===== src/sv/tpmp_pkg.sv =====
// Shared constants and types for the two-wheel PD motion profile block.
package tpmp_pkg;

	localparam int DIV_W   = 38;
	localparam int DSOR_W  = 16;
	localparam int CNT_W   = 6;

	localparam logic [2:0] REG_MAX_STEP   = 3'd0;
	localparam logic [2:0] REG_MIN_STEP   = 3'd1;
	localparam logic [2:0] REG_ACCEL_TIME = 3'd2;
	localparam logic [2:0] REG_LEFT_KP    = 3'd3;
	localparam logic [2:0] REG_LEFT_KD    = 3'd4;
	localparam logic [2:0] REG_RIGHT_KP   = 3'd5;
	localparam logic [2:0] REG_RIGHT_KD   = 3'd6;
	localparam logic [2:0] REG_ROT_KP     = 3'd7;

	localparam logic [15:0] ROT_KD    = 16'd0;
	localparam int          FRAC_BITS = 8;
	localparam int          CNT_FRAC  = 8;

	// mm * 30000 * 256 / 1720, exact by reciprocal over the 14-bit length range
	localparam logic [35:0] MM_RECIP   = 36'd4682013768;
	localparam int          MM_SHIFT   = 20;
	// encoder magnitude * 256 / 1000, exact over the 17-bit magnitude range
	localparam logic [35:0] LEFT_RECIP = 36'd2147484;
	localparam int          LEFT_SHIFT = 23;

	typedef struct packed {
		logic busy;
		logic done;
	} div_stat_t;

	typedef struct packed {
		logic [15:0] left_drive;
		logic [15:0] right_drive;
		logic        move_done;
		logic        decelerating;
	} res_t;

endpackage


===== src/sv/tpmp_div.sv =====
// Restoring divider, one quotient bit per cycle.
module tpmp_div (
	input  logic                              clk,
	input  logic                              arst_n,
	input  logic                              start,
	input  logic [tpmp_pkg::DIV_W-1:0]        dividend,
	input  logic [tpmp_pkg::DSOR_W-1:0]       divisor,
	output logic [tpmp_pkg::DIV_W-1:0]        quotient,
	output tpmp_pkg::div_stat_t               stat
);

	logic [tpmp_pkg::DIV_W-1:0]  quo_q;
	logic [tpmp_pkg::DSOR_W-1:0] rem_q;
	logic [tpmp_pkg::DSOR_W-1:0] dsor_q;
	logic [tpmp_pkg::CNT_W-1:0]  cnt_q;
	logic                        busy_q;
	logic                        done_q;
	logic [tpmp_pkg::DSOR_W:0]   trial;
	logic                        fits;

	assign trial = {rem_q, quo_q[tpmp_pkg::DIV_W-1]};
	assign fits  = trial >= {1'b0, dsor_q};

	always_ff @(posedge clk or negedge arst_n) begin
		if (!arst_n) begin
			busy_q <= 1'b0;
			done_q <= 1'b0;
			cnt_q  <= '0;
		end else begin
			done_q <= 1'b0;
			if (start) begin
				busy_q <= 1'b1;
				cnt_q  <= '0;
			end else if (busy_q) begin
				if (cnt_q == tpmp_pkg::CNT_W'(tpmp_pkg::DIV_W - 1)) begin
					busy_q <= 1'b0;
					done_q <= 1'b1;
				end
				cnt_q <= cnt_q + 1'b1;
			end
		end
	end

	always_ff @(posedge clk) begin
		if (start) begin
			quo_q  <= dividend;
			rem_q  <= '0;
			dsor_q <= divisor;
		end else if (busy_q) begin
			quo_q <= {quo_q[tpmp_pkg::DIV_W-2:0], fits};
			rem_q <= fits ? tpmp_pkg::DSOR_W'(trial - {1'b0, dsor_q})
				: trial[tpmp_pkg::DSOR_W-1:0];
		end
	end

	assign quotient  = quo_q;
	assign stat.busy = busy_q;
	assign stat.done = done_q;

endmodule


===== src/sv/two_wheel_pd_motion_profile.sv =====
// Top level: two-wheel PD position controller with a ramped motion profile.
// One item is taken at a time; in_ready is high only while the sequencer is idle.
// A start uses the shared multiplier to scale the length, then loads the move.
// A tick measures the wheels, decides whether to decelerate and, when
// decelerating, takes the ramp step through the divider; the PD sums then run
// through the shared multiplier. A tick after the move has ended goes straight
// to the output. A finished result waits in the output
// register while the next item is taken; the next result holds the sequencer
// until the waiting one is transferred.
module two_wheel_pd_motion_profile (
	input  logic               clk,
	input  logic               arst_n,
	input  logic               cfg_valid,
	output logic               cfg_ready,
	input  logic [2:0]         cfg_index,
	input  logic [15:0]        cfg_data,
	input  logic               in_valid,
	output logic               in_ready,
	input  logic               op,
	input  logic [13:0]        target_mm,
	input  logic               left_reverse,
	input  logic               right_reverse,
	input  logic signed [15:0] left_count,
	input  logic signed [15:0] right_count,
	output logic               out_valid,
	input  logic               out_ready,
	output logic signed [15:0] left_drive,
	output logic signed [15:0] right_drive,
	output logic               move_done,
	output logic               decelerating
);

	typedef enum logic [11:0] {
		ST_IDLE = 12'b000000000001,
		ST_SMUL = 12'b000000000010,
		ST_SLD  = 12'b000000000100,
		ST_TM3  = 12'b000000001000,
		ST_TM1  = 12'b000000010000,
		ST_TM2  = 12'b000000100000,
		ST_TDIV = 12'b000001000000,
		ST_TWD  = 12'b000010000000,
		ST_TERR = 12'b000100000000,
		ST_TPD  = 12'b001000000000,
		ST_TFIN = 12'b010000000000,
		ST_OUT  = 12'b100000000000
	} state_t;

	state_t state_q;

	logic [11:0] max_step_q, min_step_q;
	logic [15:0] accel_q, lkp_q, lkd_q, rkp_q, rkd_q, rotkp_q;

	logic [31:0] target_q, left_tot_q, right_tot_q, set_tot_q;
	logic signed [32:0] lel_q, rel_q, rotel_q;
	logic [15:0] tick_q;
	logic lbk_q, rbk_q, fin_q;

	logic [13:0] mm_q;
	logic [16:0] lmag_q, rmag_q;
	logic decel_q, num_neg_q;
	logic signed [32:0] el_q, er_q, d_q;
	logic signed [33:0] del_q, der_q, dd_q;
	logic signed [56:0] lacc_q, racc_q, p_q;
	logic [2:0] mcnt_q;
	tpmp_pkg::res_t res_q;
	logic out_valid_q;

	logic signed [20:0] mul_a;
	logic signed [35:0] mul_b;
	logic [19:0] m_w;
	logic [17:0] ct_w;
	logic [15:0] tdiv_w;
	logic signed [37:0] num_w;
	logic [37:0] num_mag_w;
	logic div_start;
	logic [37:0] div_dend, div_quo;
	logic [15:0] div_dsor;
	tpmp_pkg::div_stat_t div_st;
	logic signed [32:0] el_w, er_w, d_w;
	logic signed [39:0] q_s_w, step_w, floor_w;
	logic [31:0] tgt_w;
	logic reached_w;
	logic slot_free;

	function automatic logic [31:0] add_sat(input logic [31:0] a, input logic [39:0] b);
		logic [40:0] s;
		s = {9'b0, a} + {1'b0, b};
		return (s > 41'h0FFFFFFFF) ? 32'hFFFFFFFF : s[31:0];
	endfunction

	function automatic logic [15:0] drive_out(input logic signed [56:0] s, input logic rev);
		logic [56:0] mag;
		logic [40:0] sh;
		logic signed [41:0] v;
		mag = s[56] ? 57'(-s) : 57'(s);
		sh  = mag[56:tpmp_pkg::CNT_FRAC + tpmp_pkg::FRAC_BITS];
		v   = s[56] ? -$signed({1'b0, sh}) : $signed({1'b0, sh});
		if (rev)
			v = -v;
		if (v > 42'sd32767)
			return 16'h7FFF;
		if (v < -42'sd32768)
			return 16'h8000;
		return v[15:0];
	endfunction

	assign m_w       = {max_step_q, 8'b0};
	assign ct_w      = {1'b0, tick_q, 1'b0} + {2'b0, accel_q};
	assign tdiv_w    = (accel_q == 16'd0) ? 16'd1 : accel_q;
	assign num_w     = $signed(p_q[37:0] - {6'b0, target_q});
	assign num_mag_w = num_w[37] ? 38'(-num_w) : 38'(num_w);
	assign tgt_w     = p_q[tpmp_pkg::MM_SHIFT +: 32];
	assign cfg_ready = 1'b1;
	assign in_ready  = (state_q == ST_IDLE);
	assign slot_free = !out_valid_q || out_ready;

	always_comb begin
		mul_a = $signed({1'b0, m_w});
		mul_b = $signed({20'b0, tick_q});
		unique case (state_q)
			ST_SMUL: begin
				mul_a = $signed({7'b0, mm_q});
				mul_b = $signed(tpmp_pkg::MM_RECIP);
			end
			ST_TM1: begin
				mul_a = $signed({4'b0, lmag_q});
				mul_b = $signed(tpmp_pkg::LEFT_RECIP);
			end
			ST_TM2: begin
				mul_b = $signed({18'b0, ct_w});
			end
			ST_TPD: begin
				unique case (mcnt_q)
					3'd0: begin
						mul_a = $signed({5'b0, lkp_q});
						mul_b = {{3{el_q[32]}}, el_q};
					end
					3'd1: begin
						mul_a = $signed({5'b0, lkd_q});
						mul_b = {{2{del_q[33]}}, del_q};
					end
					3'd2: begin
						mul_a = $signed({5'b0, rotkp_q});
						mul_b = {{3{d_q[32]}}, d_q};
					end
					3'd3: begin
						mul_a = $signed({5'b0, tpmp_pkg::ROT_KD});
						mul_b = {{2{dd_q[33]}}, dd_q};
					end
					3'd4: begin
						mul_a = $signed({5'b0, rkp_q});
						mul_b = {{3{er_q[32]}}, er_q};
					end
					3'd5: begin
						mul_a = $signed({5'b0, rkd_q});
						mul_b = {{2{der_q[33]}}, der_q};
					end
					default: begin
						mul_a = '0;
						mul_b = '0;
					end
				endcase
			end
			default: ;
		endcase
	end

	assign div_dend  = num_mag_w;
	assign div_dsor  = tdiv_w;
	assign div_start = (state_q == ST_TDIV) && decel_q;

	tpmp_div u_div (
		.clk      (clk),
		.arst_n   (arst_n),
		.start    (div_start),
		.dividend (div_dend),
		.divisor  (div_dsor),
		.quotient (div_quo),
		.stat     (div_st)
	);

	assign q_s_w   = num_neg_q ? -$signed({2'b0, div_quo}) : $signed({2'b0, div_quo});
	assign floor_w = $signed({20'b0, min_step_q, 8'b0});
	always_comb begin
		step_w = decel_q ? ($signed({20'b0, m_w}) - q_s_w) : $signed({20'b0, m_w});
		if (step_w <= floor_w)
			step_w = floor_w;
	end

	assign el_w = $signed({1'b0, set_tot_q}) - $signed({1'b0, left_tot_q});
	assign er_w = $signed({1'b0, set_tot_q}) - $signed({1'b0, right_tot_q});
	assign d_w  = $signed({1'b0, left_tot_q}) - $signed({1'b0, right_tot_q});
	assign reached_w = (left_tot_q >= target_q) || (right_tot_q >= target_q);

	always_ff @(posedge clk)
		p_q <= mul_a * mul_b;

	always_ff @(posedge clk or negedge arst_n) begin
		if (!arst_n) begin
			max_step_q <= 12'd100;
			min_step_q <= 12'd10;
			accel_q    <= 16'd50;
			lkp_q      <= 16'd256;
			lkd_q      <= 16'd0;
			rkp_q      <= 16'd256;
			rkd_q      <= 16'd0;
			rotkp_q    <= 16'd0;
		end else if (cfg_valid && cfg_ready) begin
			unique case (cfg_index)
				tpmp_pkg::REG_MAX_STEP:   max_step_q <= cfg_data[11:0];
				tpmp_pkg::REG_MIN_STEP:   min_step_q <= cfg_data[11:0];
				tpmp_pkg::REG_ACCEL_TIME: accel_q    <= cfg_data;
				tpmp_pkg::REG_LEFT_KP:    lkp_q      <= cfg_data;
				tpmp_pkg::REG_LEFT_KD:    lkd_q      <= cfg_data;
				tpmp_pkg::REG_RIGHT_KP:   rkp_q      <= cfg_data;
				tpmp_pkg::REG_RIGHT_KD:   rkd_q      <= cfg_data;
				tpmp_pkg::REG_ROT_KP:     rotkp_q    <= cfg_data;
				default: ;
			endcase
		end
	end

	always_ff @(posedge clk or negedge arst_n) begin
		if (!arst_n) begin
			state_q     <= ST_IDLE;
			target_q    <= '0;
			left_tot_q  <= '0;
			right_tot_q <= '0;
			set_tot_q   <= '0;
			lel_q       <= '0;
			rel_q       <= '0;
			rotel_q     <= '0;
			tick_q      <= '0;
			lbk_q       <= 1'b0;
			rbk_q       <= 1'b0;
			fin_q       <= 1'b1;
			decel_q     <= 1'b0;
			num_neg_q   <= 1'b0;
			mcnt_q      <= '0;
			out_valid_q <= 1'b0;
		end else begin
			if (state_q == ST_OUT && slot_free)
				out_valid_q <= 1'b1;
			else if (out_ready)
				out_valid_q <= 1'b0;
			unique case (state_q)
				ST_IDLE: begin
					if (in_valid) begin
						if (!op) begin
							lbk_q   <= left_reverse;
							rbk_q   <= right_reverse;
							state_q <= ST_SMUL;
						end else if (fin_q) begin
							state_q <= ST_OUT;
						end else begin
							if (tick_q != 16'hFFFF)
								tick_q <= tick_q + 16'd1;
							state_q <= ST_TM1;
						end
					end
				end
				ST_SMUL: state_q <= ST_SLD;
				ST_SLD: begin
					target_q    <= tgt_w;
					left_tot_q  <= '0;
					right_tot_q <= '0;
					set_tot_q   <= '0;
					lel_q       <= '0;
					rel_q       <= '0;
					rotel_q     <= '0;
					tick_q      <= '0;
					fin_q       <= (tgt_w == 32'd0);
					state_q     <= ST_OUT;
				end
				ST_TM1: state_q <= ST_TM2;
				ST_TM2: begin
					left_tot_q  <= add_sat(left_tot_q, {15'b0, lmag_q, 8'b0}
						+ {26'b0, p_q[tpmp_pkg::LEFT_SHIFT +: 14]});
					right_tot_q <= add_sat(right_tot_q, {15'b0, rmag_q, 8'b0});
					state_q     <= ST_TM3;
				end
				ST_TM3: begin
					decel_q <= $signed({24'b0, target_q, 1'b0}) <= p_q;
					state_q <= ST_TDIV;
				end
				ST_TDIV: begin
					num_neg_q <= num_w[37];
					state_q   <= ST_TWD;
				end
				ST_TWD: begin
					if (!decel_q || div_st.done) begin
						set_tot_q <= add_sat(set_tot_q, 40'(step_w));
						state_q   <= ST_TERR;
					end
				end
				ST_TERR: begin
					mcnt_q  <= '0;
					state_q <= ST_TPD;
				end
				ST_TPD: begin
					mcnt_q <= mcnt_q + 3'd1;
					if (mcnt_q == 3'd6)
						state_q <= ST_TFIN;
				end
				ST_TFIN: begin
					lel_q   <= el_q;
					rel_q   <= er_q;
					rotel_q <= d_q;
					if (reached_w)
						fin_q <= 1'b1;
					state_q <= ST_OUT;
				end
				ST_OUT: begin
					if (slot_free)
						state_q <= ST_IDLE;
				end
				default: state_q <= ST_IDLE;
			endcase
		end
	end

	always_ff @(posedge clk) begin
		unique case (state_q)
			ST_IDLE: begin
				mm_q   <= target_mm;
				lmag_q <= left_count[15] ? (17'd0 - {left_count[15], left_count})
					: {1'b0, left_count};
				rmag_q <= right_count[15] ? (17'd0 - {right_count[15], right_count})
					: {1'b0, right_count};
				res_q  <= '{left_drive: 16'd0, right_drive: 16'd0,
					move_done: 1'b1, decelerating: 1'b0};
			end
			ST_SLD: begin
				res_q.move_done <= (tgt_w == 32'd0);
			end
			ST_TERR: begin
				el_q   <= el_w;
				er_q   <= er_w;
				d_q    <= d_w;
				del_q  <= {el_w[32], el_w} - {lel_q[32], lel_q};
				der_q  <= {er_w[32], er_w} - {rel_q[32], rel_q};
				dd_q   <= {d_w[32], d_w} - {rotel_q[32], rotel_q};
				lacc_q <= '0;
				racc_q <= '0;
			end
			ST_TPD: begin
				unique case (mcnt_q)
					3'd1, 3'd2: lacc_q <= lacc_q + p_q;
					3'd3, 3'd4: begin
						lacc_q <= lacc_q - p_q;
						racc_q <= racc_q + p_q;
					end
					3'd5, 3'd6: racc_q <= racc_q + p_q;
					default: ;
				endcase
			end
			ST_TFIN: begin
				res_q.move_done    <= reached_w;
				res_q.decelerating <= decel_q;
				res_q.left_drive   <= reached_w ? 16'd0 : drive_out(lacc_q, lbk_q);
				res_q.right_drive  <= reached_w ? 16'd0 : drive_out(racc_q, rbk_q);
			end
			default: ;
		endcase
		if (state_q == ST_OUT && slot_free) begin
			left_drive   <= res_q.left_drive;
			right_drive  <= res_q.right_drive;
			move_done    <= res_q.move_done;
			decelerating <= res_q.decelerating;
		end
	end

	assign out_valid = out_valid_q;

	a_done_zero: assert property (@(posedge clk) disable iff (!arst_n)
		(out_valid && move_done) |-> (left_drive == 16'd0 && right_drive == 16'd0))
		else $error("drive not zero on finished result");

	a_div_idle: assert property (@(posedge clk) disable iff (!arst_n)
		(state_q == ST_IDLE) |-> !div_st.busy)
		else $error("divider busy while idle");

	a_out_load: assert property (@(posedge clk) disable iff (!arst_n)
		$rose(out_valid) |-> $past(state_q == ST_OUT))
		else $error("result raised outside output state");

endmodule


===== config.mk =====
export PLATFORM = sky130hd
export DESIGN_NAME = two_wheel_pd_motion_profile
export DESIGN_NICKNAME = d
export VERILOG_FILES = /design/src/sv/tpmp_pkg.sv /design/src/sv/tpmp_div.sv /design/src/sv/two_wheel_pd_motion_profile.sv
export SDC_FILE = /design/constraint.sdc
export NUM_CORES = 2
export LEC_CHECK = 0
export ABC_AREA = 0
export BUFFER_PORTS_ARGS = -buffer_cell sky130_fd_sc_hd__buf_2
export CAP_MARGIN = 20
export CORE_ASPECT_RATIO = 0.9
export CORE_MARGIN = 2
export CORE_UTILIZATION = 55
export CTS_CLUSTER_SIZE = 14
export DETAILED_ROUTE_END_ITERATION = 6
export PLACE_DENSITY = 0.7
export SKIP_LAST_GASP = 1
export SYNTH_ARGS = -nofsm -noshare
export SYNTH_HDL_FRONTEND = slang
export SYNTH_SLANG_ARGS = --single-unit

===== constraint.sdc =====
create_clock -name clk -period 65 [get_ports clk]
set_input_delay 9.75 -clock clk [delete_from_list [all_inputs] [get_ports clk]]
set_output_delay 9.75 -clock clk [all_outputs]
set_load 0.1 [all_outputs]

==> metrics <==
Total Wirelength=300,700 um; RSZ-0062 raised after global routing=false; number of synthesized flops with an enable pin=485; most frequent cells in the layout=1,109 x inv_1, 1,018 x nand2_1, 741 x ha_1; routed vias=79,920; critical path class=register to output port; vias per inst=6.314; DR WL/cell=23.76 um; Layout area overhead=7.412%; antenna violations before repair=8; cts hold-fix bufs=0; drt drc=0; mapped cell area=94,460 um2; period utilisation layout=19.41%; Worst Hold Depth=0; CTS tree=done; PortBufs=108; hold slack=417.8 ps; Max VDD drop=0.04411 mV; worst hold start=res_q[2]; Max-cap violations=0; Worst Reg-to-Reg Cells=38; worst hold path type=register to register; Hold EP=right_drive[0]; static leakage=44.30 nW; Clock Latency Late Sink=790 ps; total CTS buffers=103; Max Root-Sink Buffers=3; Final Hold Fails=0; Reg clk slew, reported paths=70 ps; Yosys warning total=0; final slew viol count=0; fmax=0.07927 GHz; final net count=11,810; most common cell after layout, fill and taps aside=inv_1; RR Startpoint=mcnt_q[2]; top cells by area in the synthesized netlist=edfxtp_1 15%, fa_1 15%, dfrtp_1 9.9%, ha_1 9.8%, xnor2_1 4.4%; first-pass iteration count of the detailed router=6; Die W=440.8 um; Fill cells=14,640; H-tree Lvls=3; routability cong.=1.008; final setup TNS=0 ps; Post-CTS Setup Repair Bufs=0; synthesized instance count=10,300; Worst EP required=55,250 ps; CTS resizes=0; slew margin rel.=11.89%; post-synth top area cell=edfxtp_1; share of cells above drive strength 1=7.469%; crit path DAT=2860 ps; Overall Global Routing Usage=33.97%; Synth Register Bits=943; post-synth top area share=15.42%; Worst Path Max Fanout=5; Chip Height=397.2 um; Pwr Density=47.33 nW/um2; CTS Sinks=943; pin count of the biggest net entering global routing=158; Distinct cells, synth=113; gr ovfl total=0; post-DP HPWL=230,200 um; Clock Skews=52.84 ps; first-pass GRT wire length=458,000 um; mean post-synth cell area=9.173 um2; Seq/Total Area, Yosys=27.18%; DRT antenna net count=0; Core ar.=170,800 um2; Reg2Reg Setup Slack=52,880 ps; die footprint=175,100 um2; root buf cell=clkbuf_16; Tightest Pin Transition=1322 ps; vias in the first global route=77,400; Setup crit start=state_q[7]; Post-synth ARST share=40.83%; Startpoint Class=register; starting density of the core=55.30%; clock period minus worst slack=12,610 ps; Ports=110; Setup violations, final=0; Synth Flop Type=edfxtp_1; Crit. End Element=output port; initial DRC count=8,713; status=finished, final reports clean; R2R Path End=p_q[55]; Rows=144
[report_power, final]
part | switching [W] | total (W) | internal, W | leakage, nW
registers | 0.000176 | 0.000982 | 0.000806 | 10.3
logic | 0.00197 | 0.00318 | 0.00121 | 32.2
clock network | 0.000277 | 0.000638 | 0.000361 | 1.76
[worst max-delay path by stage]
stage / end / slack, ps / cells after the start
2_1_floorplan: lacc_q[0] / 43870 / 8
3_3_place_gp: accel_q[7] / 52910 / 3
3_5_place_dp: tick_q[11] / 52850 / 3
4_1_cts: in_ready / 52410 / 6
5_1_grt: set_tot_q[19] / 52170 / 49
6_report: in_ready / 52390 / 6
[final cells by class]
cell class                      instances  area, um2  share of cell area, %
Multi-Input combinational cell       7902      63490                  62.57
Inverter                             1112       4174                  4.114
Timing Repair Buffer                  237       1613                  1.590
Antenna cell                            7      17.52                0.01726
Clock inverter                         67      893.4                 0.8805
Sequential cell                       943      25680                  25.31
Clock buffer                          128       2765                  2.725
Tap cell                             2263       2831                  2.791
[cell families (layout without fill, tap and decap cells)]
| family | after synthesis | after routing | share of synthesized area (%) |
|---|---|---|---|
| flops | 943 | 943 | 27.18 |
| simple gates | 3123 | 3123 | 16.14 |
| xor+xnor | 757 | 757 | 7.027 |
| other cells | 2 | 77 | 0.007951 |
| fa+ha+maj | 1442 | 1442 | 24.66 |
| buf+inv | 1520 | 1544 | 6.106 |
| mux | 229 | 229 | 2.656 |
| compound gates | 2281 | 2281 | 16.22 |
[metal layers]
layer	share of wire (%)	track usage (%)	vias up
li1	-	-	36030
met2	42	50.29	3872
met3	10	6.655	725
met4	5.5	16.11	4
met5	0.0090	0	-
met1	42	47.84	39290
[sequential cells by signal, indices dropped and copies added, names as in the netlist, 34 cells and up]
name and cells:
p_q 57, res_q 34, racc_q 57, lacc_q 57
u_div.quotient 38, del_q 34, der_q 34, dd_q 34
[worst max-delay path, cell delays in order, from the launching register on]
cell	delay (ps)
dfrtp_1	400
nor2_1	270
nand2_1	120
nor2_1	250
nand4b_1	300
inv_2	290
buf_2	470
[synth_stat cells (99+ instances only)]
library cell / count
inv_1: 1110
nand2_1: 1019
ha_1: 742
fa_1: 700
nor2_1: 695
a21oi_1: 527
edfxtp_1: 485
xnor2_1: 479
o21ai_0: 439
clkbuf_1: 373
dfrtp_1: 373
xor2_1: 277
nand3_1: 238
nor3_1: 224
a21o_1: 180
mux2_2: 173
nor2b_1: 138
a31oi_1: 122
a22o_1: 116
nand4_1: 106
and3_1: 99
or3_1: 99
[stage by stage]
step,setup WS [ps],cell area (um2),cells,total power (W),util [%]
floorplan,43870,94710,10370,0.003159,-
global placement,52910,97640,12450,0.003991,57.16
detailed placement,52850,97680,12450,0.004068,57.19
CTS,52410,101300,12640,0.004732,59.33
global route,52170,101400,12660,0.005148,59.39
finish,52390,101500,12660,0.004802,59.40
Power figures use the tool's default switching activity.
